===== config.mk =====
export PLATFORM = sky130hd
export DESIGN_NAME = script_token_lexer_core
export DESIGN_NICKNAME = d
export VERILOG_FILES = /design/src/rtl/core/stl_pkg.sv /design/src/rtl/core/script_token_lexer_core.sv
export VERILOG_INCLUDE_DIRS = /design/src /design/src/rtl/core
export SDC_FILE = /design/constraint.sdc
export NUM_CORES = 1
export LEC_CHECK = 0
export BUFFER_PORTS_ARGS = -buffer_cell sky130_fd_sc_hd__clkbuf_2
export CORE_AREA = 5 5 95 119
export DETAILED_ROUTE_END_ITERATION = 12
export DIE_AREA = 0 0 100 124
export PLACE_DENSITY = 0.63
export SETUP_SLACK_MARGIN = 0.15
export SKIP_LAST_GASP = 1
export SLEW_MARGIN = 10
export SYNTH_ARGS = -nofsm -noshare
export SYNTH_HDL_FRONTEND = slang
export SYNTH_SLANG_ARGS = --single-unit

===== constraint.sdc =====
create_clock -name clk -period 4.1 [get_ports clk]
set_clock_uncertainty 0.15 [all_clocks]
set_input_delay 0.82 -clock clk [delete_from_list [all_inputs] [get_ports clk]]
set_output_delay 0.82 -clock clk [all_outputs]
set_load 0.01 [all_outputs]

===== src/rtl/core/script_token_lexer_core_assert.svh =====
// ----------------------------------------------------------------------------
// Assertion macros for the script token lexer
// Concurrent check macros that compile away when SYNTH is defined.
// ----------------------------------------------------------------------------
`ifndef SCRIPT_TOKEN_LEXER_CORE_ASSERT_SVH
`define SCRIPT_TOKEN_LEXER_CORE_ASSERT_SVH

`ifndef SYNTH

// A condition that must hold at every clock edge outside reset.
`define STL_ASSERT_ALWAYS(label, clk, rst, cond) \
  label: assert property (@(posedge clk) disable iff (rst) (cond)) \
    else $error("lexer check failed: condition does not hold");

// A condition that must hold in the cycle after its trigger.
`define STL_ASSERT_NEXT(label, clk, rst, trig, cond) \
  label: assert property (@(posedge clk) disable iff (rst) (trig) |=> (cond)) \
    else $error("lexer check failed: next-cycle condition does not hold");

`else

`define STL_ASSERT_ALWAYS(label, clk, rst, cond)
`define STL_ASSERT_NEXT(label, clk, rst, trig, cond)

`endif

`endif


===== src/rtl/core/stl_pkg.sv =====
// ----------------------------------------------------------------------------
// Script token lexer package
// Types, character codes and the per-byte lexing function.
// ----------------------------------------------------------------------------
package stl_pkg;

  // Lexer mode, one-hot.
  typedef enum logic [5:0] {
    MODE_IDLE    = 6'b000001,
    MODE_SLASH   = 6'b000010,
    MODE_COMMENT = 6'b000100,
    MODE_STRING  = 6'b001000,
    MODE_NAME    = 6'b010000,
    MODE_STOPPED = 6'b100000
  } mode_t;

  // Token classes.
  localparam logic [2:0] CLS_EOF     = 3'd0;
  localparam logic [2:0] CLS_DIVIDE  = 3'd1;
  localparam logic [2:0] CLS_COMMENT = 3'd2;
  localparam logic [2:0] CLS_EOL     = 3'd3;
  localparam logic [2:0] CLS_OPEN    = 3'd4;
  localparam logic [2:0] CLS_CLOSE   = 3'd5;
  localparam logic [2:0] CLS_STRING  = 3'd6;
  localparam logic [2:0] CLS_NAME    = 3'd7;

  // Event kinds.
  localparam logic EV_CHAR = 1'b0;
  localparam logic EV_END  = 1'b1;

  // Character codes.
  localparam logic [7:0] CH_NUL    = 8'h00;
  localparam logic [7:0] CH_TAB    = 8'h09;
  localparam logic [7:0] CH_NL     = 8'h0A;
  localparam logic [7:0] CH_CR     = 8'h0D;
  localparam logic [7:0] CH_SPACE  = 8'h20;
  localparam logic [7:0] CH_QUOTE  = 8'h22;
  localparam logic [7:0] CH_DOT    = 8'h2E;
  localparam logic [7:0] CH_SLASH  = 8'h2F;
  localparam logic [7:0] CH_ZERO   = 8'h30;
  localparam logic [7:0] CH_NINE   = 8'h39;
  localparam logic [7:0] CH_UP_A   = 8'h41;
  localparam logic [7:0] CH_UP_Z   = 8'h5A;
  localparam logic [7:0] CH_UNDER  = 8'h5F;
  localparam logic [7:0] CH_LO_A   = 8'h61;
  localparam logic [7:0] CH_LO_Z   = 8'h7A;
  localparam logic [7:0] CH_LBRACE = 8'h7B;
  localparam logic [7:0] CH_RBRACE = 8'h7D;

  // Result queue geometry.
  localparam int QPTR_W = 2;
  localparam int QCNT_W = 3;

  // One result beat.
  typedef struct packed {
    logic       kind;
    logic [2:0] cls;
    logic [7:0] ch;
    logic       last;
  } result_t;

  // Outcome of handling a byte from the idle mode.
  typedef struct packed {
    logic    emit;
    result_t r;
    mode_t   mode;
  } idle_t;

  // Outcome of one input beat: up to two results and the next mode.
  typedef struct packed {
    mode_t      mode;
    logic [1:0] n;
    result_t    r0;
    result_t    r1;
  } step_t;

  function automatic result_t mk_result(logic kind, logic [2:0] cls, logic [7:0] ch);
    result_t r;
    r.kind = kind;
    r.cls  = cls;
    r.ch   = ch;
    r.last = 1'b0;
    return r;
  endfunction

  function automatic logic is_blank(logic [7:0] c);
    return (c == CH_SPACE) || (c == CH_TAB) || (c == CH_CR);
  endfunction

  function automatic logic is_name_char(logic [7:0] c);
    return ((c >= CH_LO_A) && (c <= CH_LO_Z)) || ((c >= CH_UP_A) && (c <= CH_UP_Z)) ||
           ((c >= CH_ZERO) && (c <= CH_NINE)) || (c == CH_SLASH) ||
           (c == CH_UNDER) || (c == CH_DOT);
  endfunction

  // Handle a byte with the lexer between tokens.
  function automatic idle_t from_idle(logic [7:0] c);
    idle_t o;
    o.emit = 1'b0;
    o.r    = mk_result(EV_END, CLS_EOF, CH_NUL);
    o.mode = MODE_IDLE;
    if (!is_blank(c)) begin
      unique case (c)
        CH_NUL: begin
          o.emit = 1'b1;
          o.mode = MODE_STOPPED;
        end
        CH_SLASH:  o.mode = MODE_SLASH;
        CH_NL: begin
          o.emit = 1'b1;
          o.r    = mk_result(EV_END, CLS_EOL, CH_NUL);
        end
        CH_LBRACE: begin
          o.emit = 1'b1;
          o.r    = mk_result(EV_END, CLS_OPEN, CH_NUL);
        end
        CH_RBRACE: begin
          o.emit = 1'b1;
          o.r    = mk_result(EV_END, CLS_CLOSE, CH_NUL);
        end
        CH_QUOTE:  o.mode = MODE_STRING;
        default: begin
          o.emit = 1'b1;
          o.r    = mk_result(EV_CHAR, CLS_NAME, c);
          o.mode = MODE_NAME;
        end
      endcase
    end
    return o;
  endfunction

  // Full per-beat lexing step.
  function automatic step_t lex_step(mode_t mode, logic [7:0] c, logic eos);
    step_t s;
    idle_t id;
    s.mode = mode;
    s.n    = 2'd0;
    s.r0   = mk_result(EV_END, CLS_EOF, CH_NUL);
    s.r1   = mk_result(EV_END, CLS_EOF, CH_NUL);
    id     = from_idle(c);
    if (mode != MODE_STOPPED) begin
      if (eos) begin
        s.n    = 2'd1;
        s.mode = MODE_STOPPED;
      end else begin
        unique case (mode)
          MODE_IDLE: begin
            s.n    = {1'b0, id.emit};
            s.r0   = id.r;
            s.mode = id.mode;
          end
          MODE_SLASH: begin
            if (is_blank(c)) begin
              s.n    = 2'd1;
              s.r0   = mk_result(EV_END, CLS_DIVIDE, CH_NUL);
              s.mode = MODE_IDLE;
            end else if (c == CH_SLASH) begin
              s.mode = MODE_COMMENT;
            end else begin
              s.n    = 2'd1;
              s.r0   = mk_result(EV_CHAR, CLS_NAME, c);
              s.mode = MODE_NAME;
            end
          end
          MODE_COMMENT: begin
            if (c == CH_NL) begin
              s.n    = 2'd1;
              s.r0   = mk_result(EV_END, CLS_COMMENT, CH_NUL);
              s.mode = MODE_IDLE;
            end
          end
          MODE_STRING: begin
            s.n = 2'd1;
            if (c == CH_QUOTE) begin
              s.r0   = mk_result(EV_END, CLS_STRING, CH_NUL);
              s.mode = MODE_IDLE;
            end else begin
              s.r0 = mk_result(EV_CHAR, CLS_STRING, c);
            end
          end
          MODE_NAME: begin
            if (is_name_char(c)) begin
              s.n  = 2'd1;
              s.r0 = mk_result(EV_CHAR, CLS_NAME, c);
            end else begin
              // The name ends, then the byte is handled again from idle.
              s.n    = id.emit ? 2'd2 : 2'd1;
              s.r0   = mk_result(EV_END, CLS_NAME, CH_NUL);
              s.r1   = id.r;
              s.mode = id.mode;
            end
          end
          default: begin
            // Codes that are not one-hot act as stopped.
            s.n    = 2'd0;
            s.mode = MODE_STOPPED;
          end
        endcase
      end
    end
    // Mark the final result of this beat.
    if (s.n == 2'd1) begin
      s.r0.last = 1'b1;
    end
    if (s.n == 2'd2) begin
      s.r1.last = 1'b1;
    end
    return s;
  endfunction

endpackage


===== src/rtl/core/script_token_lexer_core.sv =====
// ----------------------------------------------------------------------------
// Script token lexer core
// Byte-stream lexer for brace-structured entity script text.
// ----------------------------------------------------------------------------
// The block takes one byte of script text per input beat and emits token
// characters followed by an end-of-token beat that carries the token class.
// Each input beat is decoded combinationally against the registered lexer
// mode and yields zero, one or two result beats, which enter a four-entry
// result queue; the input is ready whenever the queue has room for two
// results, so bytes are taken one per cycle while the output keeps pace, and
// the sustained rate is bounded by the single output beat per cycle. After an
// end-of-file token the lexer ignores all input until reset.
// ----------------------------------------------------------------------------
`include "script_token_lexer_core_assert.svh"

module script_token_lexer_core (
  input  logic       clk,
  input  logic       rst,
  // Input stream
  input  logic       s_tvalid,
  output logic       s_tready,
  input  logic [7:0] s_tdata,   // [7:0] source_byte
  input  logic [0:0] s_tuser,   // [0] end_of_source
  // Result stream
  output logic       m_tvalid,
  input  logic       m_tready,
  output logic [7:0] m_tdata,   // [7:0] text_char
  output logic [3:0] m_tuser,   // [0] event_kind, [3:1] token_class
  output logic       m_tlast    // last result of the input beat
);

  localparam int QDEPTH = 1 << stl_pkg::QPTR_W;

  stl_pkg::mode_t   mode;
  stl_pkg::step_t   step;
  stl_pkg::result_t queue [QDEPTH];

  logic [stl_pkg::QPTR_W-1:0] head;
  logic [stl_pkg::QPTR_W-1:0] tail;
  logic [stl_pkg::QPTR_W-1:0] tail_p1;
  logic [stl_pkg::QCNT_W-1:0] count;
  logic [1:0]                 push_n;
  logic                       s_fire;
  logic                       m_fire;
  logic                       is_stopped;

  // Decode the incoming beat against the current mode.
  always_comb begin
    step = stl_pkg::lex_step(mode, s_tdata, s_tuser[0]);
  end

  // Handshakes: accept while two queue slots are free.
  assign s_tready = (count <= stl_pkg::QCNT_W'(QDEPTH - 2));
  assign s_fire   = s_tvalid & s_tready;
  assign m_tvalid = (count != '0);
  assign m_fire   = m_tvalid & m_tready;
  assign push_n   = s_fire ? step.n : 2'd0;
  assign tail_p1  = tail + stl_pkg::QPTR_W'(1);

  // Mode and queue pointers.
  always_ff @(posedge clk) begin
    if (rst) begin
      mode  <= stl_pkg::MODE_IDLE;
      head  <= '0;
      tail  <= '0;
      count <= '0;
    end else begin
      if (s_fire) begin
        mode <= step.mode;
      end
      head  <= head + stl_pkg::QPTR_W'(m_fire);
      tail  <= tail + stl_pkg::QPTR_W'(push_n);
      count <= count + stl_pkg::QCNT_W'(push_n) - stl_pkg::QCNT_W'(m_fire);
    end
  end

  // Result queue storage.
  always_ff @(posedge clk) begin
    if (push_n != 2'd0) begin
      queue[tail] <= step.r0;
    end
    if (push_n == 2'd2) begin
      queue[tail_p1] <= step.r1;
    end
  end

  // Present the head of the queue.
  assign m_tdata = queue[head].ch;
  assign m_tuser = {queue[head].cls, queue[head].kind};
  assign m_tlast = queue[head].last;

  // Checks.
  assign is_stopped = (mode == stl_pkg::MODE_STOPPED);

  `STL_ASSERT_ALWAYS(a_count_bound, clk, rst, count <= stl_pkg::QCNT_W'(QDEPTH))
  `STL_ASSERT_NEXT(a_stop_sticks, clk, rst, is_stopped, is_stopped)
  `STL_ASSERT_ALWAYS(a_stopped_silent, clk, rst, !is_stopped || (step.n == 2'd0))

endmodule

==> impl_metrics.ini, run 1 <==
[floorplanning]
chipHeight_um = 124
core.rowCount = 41
die_x_um = 100
ios = 28
dieArea_sq_mm = 0.0124
start_util_pct = 39.1
coreArea_sq_mm = 0.0100

[place]
place.gp.congestion = 0.906
place_worst_setup_slack_ps = 182
io_buffers = 27
placedCellCount = 517
hpwl_um = 7130

[timing]
whs_ps = 413
period_needed_ps = 3550
fin_crit_sh_pct = 86.7
hold_viol = 0
layout_setup_ws_ps = 546
worst_pin_slew_ps = 917
slew_viol_final = 0
slew_headroom_pct = 38.8
finalSetupViolCount = 0
setup_tns_ps = 0
clock.fmax_mhz = 281
rsz0062_at_grt = false

[min_path]
hold_path.class = register to register

[setup_path]
cp-start-kind = input pin
required_ps = 4160
cp.arrival_ps = 3610
cp_max_fo = 13
critical_path.endpoint_type = register
critical_path_class = input pin to register

[global_routing]
antenna_found_initial = 0
gr-total-overflow = 0
grt_pass1_wl_um = 16200
grt_max_degree = 16
grt_pass1_vias = 3087
track_usage_pct = 17.0

[cells_and_area]
areaGrowthSynthToFinish_pct = 17.3
nNetsFinal = 418
final_util_pct = 45.9
fin_cells = 533
num_antenna_cells = 0
layout-drive-gt1-share_pct = 22.8

[detailed_routing]
drt-met1-wl_um = 4060
vias = 3072
wl_met2_um = 5160
routed_wl_um = 9770
wl_met3_um = 369
viasPerCell = 5.76
ant_nets = 0
top_layer_used = met4
first_pass_iters = 4
post_drt_wl_per_cell_um = 18.3
drc = 0
drt_iter0_markers = 168

[yosys]
yosysWarnings = 0
synth_common_cells = edfxtp_1, nand2_1, o21ai_0, o21ai_1, nor2_1
yosys-top-cells-area = edfxtp_1, mux4_2, dfxtp_1
async_flop_share_pct = 0
synth.avg_cell_area_sq_um = 10.8
syn_nets = 382
ys_seq_area_share_pct = 46.6
syn-cell-area_sq_mm = 0.00391
ys_types = 66
yosys_register_bits = 65
synth_edf_count = 52
synth_top_cell_area_share_pct = 39.9
synthFlopType = edfxtp_1
yosys.area.top_type = edfxtp_1
synthCells = 363
yosysMostFrequentCell = edfxtp_1

[clock_tree]
clock_sinks = 65
clkLatencyLatePin_ps = 330
ctsHoldBuffers = 0
cts_tree = yes
ctsResizeCount = 0
cts_buffers = 9
clkTransAtPathRegs_ps = 50
post_cts_buffers = 0
htree_levels = 3
cts_root_buf = clkbuf_16
clock_path_buffers = 2

[power]
peakVddDrop_v = 0.000239
total_leakage_power_nw = 1.58
power_density_mw_per_mm2 = 516

[job]
drv_cap = 0

[status]
outcome = completed
==> layer usage <==
layer,global-route usage [%],vias to the layer above
met5,0,-
met4,6.23,0
met3,3.36,16
met2,30.8,65
met1,19.9,1500
li1,-,1491
==> where the power goes <==
group          leakage (nW)  internal (mW)  switching, mW
sequential            0.587          0.819         0.0953
combinational         0.844          0.312          0.341
clock                 0.144          0.527          0.272
==> cells in the final DEF, fill, tap and decap left out, types with 8 or more instances in the layout <==
cell and count:
edfxtp_1 52, nand2_1 36, clkbuf_2 27, o21ai_1 24, o21ai_0 24, buf_4 20, nor2_1 17, mux4_2 13
dfxtp_1 13, a21oi_1 11, inv_1 10, o211ai_1 10, clkbuf_16 9, nor2b_1 8
==> worst max-delay path, cell delays in order <==
cell,delay [ps]
clkbuf_2,240
nor4b_2,490
nor2b_1,230
nor2_1,80
a2111o_1,390
o21ai_1,200
ha_1,160
inv_1,40
ha_1,180
fa_1,380
xor2_1,200
xnor2_1,140
nor2_1,60
==> cells by family after synthesis <==
logic type | after synthesis | synth area share [%]
flip-flops | 65 | 46.6
buffers and inverters | 32 | 3.42
AND/OR/NAND/NOR | 130 | 19.6
adder cells (fa/ha/maj) | 6 | 2.11
AO/OA/AOI/OAI | 108 | 18.7
multiplexers | 14 | 7.74
XOR/XNOR | 8 | 1.79
==> layout make-up <==
| type | count | area, sq um |
|---|---|---|
| Multi-Input combinational cell | 266 | 1970 |
| Timing Repair Buffer | 47 | 285 |
| Fill cell | 958 | 5420 |
| Clock buffer | 10 | 229 |
| Sequential cell | 65 | 1820 |
| Tap cell | 129 | 161 |
| Inverter | 10 | 37.5 |
| Clock inverter | 6 | 82.6 |
==> worst paths after layout <==
path / from / to / slack (ps) / cells after the start
setup / recovery: s_tdata[1] / count[2] / 550 / 13
hold / removal: count[2] / count[2] / 410 / 2
setup reg to reg: mode[2] / count[2] / 790 / 12
hold reg to reg: count[2] / count[2] / 410 / 2
==> sequential cells by signal, indices dropped and copies added (netlist names) <==
name   count
queue     52
mode       6
head       2
count      3
tail       2
==> per-stage QoR <==
step,power (mW),area [sq um]
floorplan,1.36,3910
finish,2.37,4590
CTS,2.40,4590
detailed placement,1.60,4280
global placement,1.58,4280
global route,2.50,4590
No activity file was read; power rests on OpenSTA's default activity.
==> run 2: changes to the inputs <==
Settings changed: CORE_AREA 5 5 95 119 to 5 5 105 107, DIE_AREA 0 0 100 124 to 0 0 110 112.
==> run 2 against run 1 <==
  * Combinational power is 5.8% higher
  * Critical path type unchanged
  * Sequential share of layout area is 0.96 points higher
  * Clock power is 34% lower
  * Total power is 12% lower
  * Routed wire length is 2.7% lower
  * Die area is 0.65% lower
  * Via count hardly changed
  * Critical endpoint unchanged
  * Highest routed layer unchanged
  * Cell count is 1.5% higher
  * Register-to-register slack hardly changed
==> impl_metrics.ini, run 2 (synthesis results as in run 1) <==
[clock_tree]
clock_sinks = 65
cts_root_buf = clkbuf_8
htree_levels = 3
ctsResizeCount = 0
clock_path_buffers = 2
clkLatencyLatePin_ps = 340
cts_tree = yes
post_cts_buffers = 0
ctsHoldBuffers = 0
clkTransAtPathRegs_ps = 60
cts_buffers = 9

[place]
hpwl_um = 6930
io_buffers = 27
place.gp.congestion = 0.865
placedCellCount = 525
dpl_cell_area_sq_mm = 0.00429

[detailed_routing]
drc = 0
first_pass_iters = 4
post_drt_wl_per_cell_um = 17.6
ant_nets = 0
vias = 3071
drt_iter0_markers = 255
routed_wl_um = 9500
viasPerCell = 5.68

[setup_path]
critical_path_class = input pin to register
r2r_cells = 12
cp-start-kind = input pin
timing.rr.end = count[2]
regToRegStartpoint = mode[2]
r2r_slack_ps = 790
required_ps = 4170
cp.arrival_ps = 3630
cp_max_fo = 11
critical_path.endpoint_type = register

[timing]
whs_ps = 396
fin_crit_sh_pct = 86.9
clock.fmax_mhz = 281
rsz0062_at_grt = false
slew_viol_final = 0
worst_pin_slew_ps = 749
hold_viol = 0
slew_headroom_pct = 50.0
period_needed_ps = 3560
finalSetupViolCount = 0

[power]
p_int_mw = 1.41
power_frac_comb_pct = 33.0
power_frac_clock_pct = 25.0
netSwitchingFraction_pct = 32.5
power_mw = 2.09
power_density_mw_per_mm2 = 467
switching_power_uw = 680
peakVddDrop_v = 0.000192
total_leakage_power_nw = 1.52
seqPwrFrac_pct = 41.9

[cells_and_area]
reg.largest.list = queue (52), mode (6), count (3)
nNetsFinal = 419
most-common-layout-cells = edfxtp_1, nand2_1, clkbuf_2
nFillCells = 997
fin_cells = 541
multi_input_area_sq_mm = 0.00197
layout-drive-gt1-share_pct = 23.2
top_register = queue
register_area_sq_mm = 0.00182
largest_reg_flops = 52
final_common_cell = edfxtp_1
num_antenna_cells = 0
areaGrowthSynthToFinish_pct = 14.5
fin_area_sq_mm = 0.00448

[min_path]
worstHoldEndpoint = count[2]
min-delay-start = count[2]
hold_depth = 2
hold_path.class = register to register

[global_routing]
track_usage_pct = 16.5
grt_pass1_vias = 3041
grt_pass1_wl_um = 15700
gr-total-overflow = 0
antenna_found_initial = 0
grt_max_degree = 16

[floorplanning]
core.rowCount = 37
chipHeight_um = 112
coreArea_sq_mm = 0.0100
dieArea_sq_mm = 0.0123
ios = 28
die_x_um = 110
start_util_pct = 38.9

[job]
drv_cap = 0

[status]
outcome = completed
[run 2: worst max path at each step]
stage | startpoint | to | slack [ps] | cells after the start
after global routing | s_tdata[6] | count[2] | 300 | 13
after CTS | s_tdata[6] | count[2] | 540 | 13
after global placement | s_tdata[6] | count[2] | 250 | 13
after detailed placement | s_tdata[6] | count[2] | 180 | 13
after floorplan | s_tdata[0] | queue[0][0] | -300 | 7
final | s_tdata[6] | count[2] | 540 | 13
[run 2: cell type report]
class | instances | area share [%]
Clock inverter | 6 | 1.31
Timing Repair Buffer | 48 | 6.54
Multi-Input combinational cell | 266 | 44.0
Sequential cell | 65 | 40.7
Tap cell | 136 | 3.80
Clock buffer | 10 | 2.85
Inverter | 10 | 0.838
[run 2: metal layers]
| metal | GRT usage (%) | share of wire, % | vias up |
|---|---|---|---|
| met1 | 21.3 | 44 | 1504 |
| met4 | 5.15 | 1.6 | 0 |
| li1 | - | - | 1495 |
| met5 | 0 | 0 | - |
| met2 | 27.2 | 51 | 61 |
| met3 | 3.54 | 3.6 | 11 |
[run 2: power groups by stage]
stage	logic (mW)	clock network, mW	registers (mW)
finish	0.690	0.524	0.877
global route	0.776	0.568	0.889
CTS	0.708	0.536	0.879
detailed placement	0.704	0	0.893
global placement	0.696	0	0.890
floorplan	0.494	0	0.864
[run 2: critical path, cell delays in order]
cell	delay, ps
clkbuf_2	170
or3b_1	420
a2111oi_4	390
a21oi_1	130
a21oi_1	320
o21ai_1	130
ha_1	280
inv_1	40
ha_1	180
fa_1	370
xor2_1	200
xnor2_1	130
nor2_1	50
[run 2: per-stage QoR]
stage	setup WS (ps)	util, %	setup TNS, ps
after floorplan	-297	-	-7730
after global placement	249	42.7	0
after detailed placement	182	42.7	0
after CTS	537	44.6	0
after global routing	297	44.6	0
final	536	44.6	0
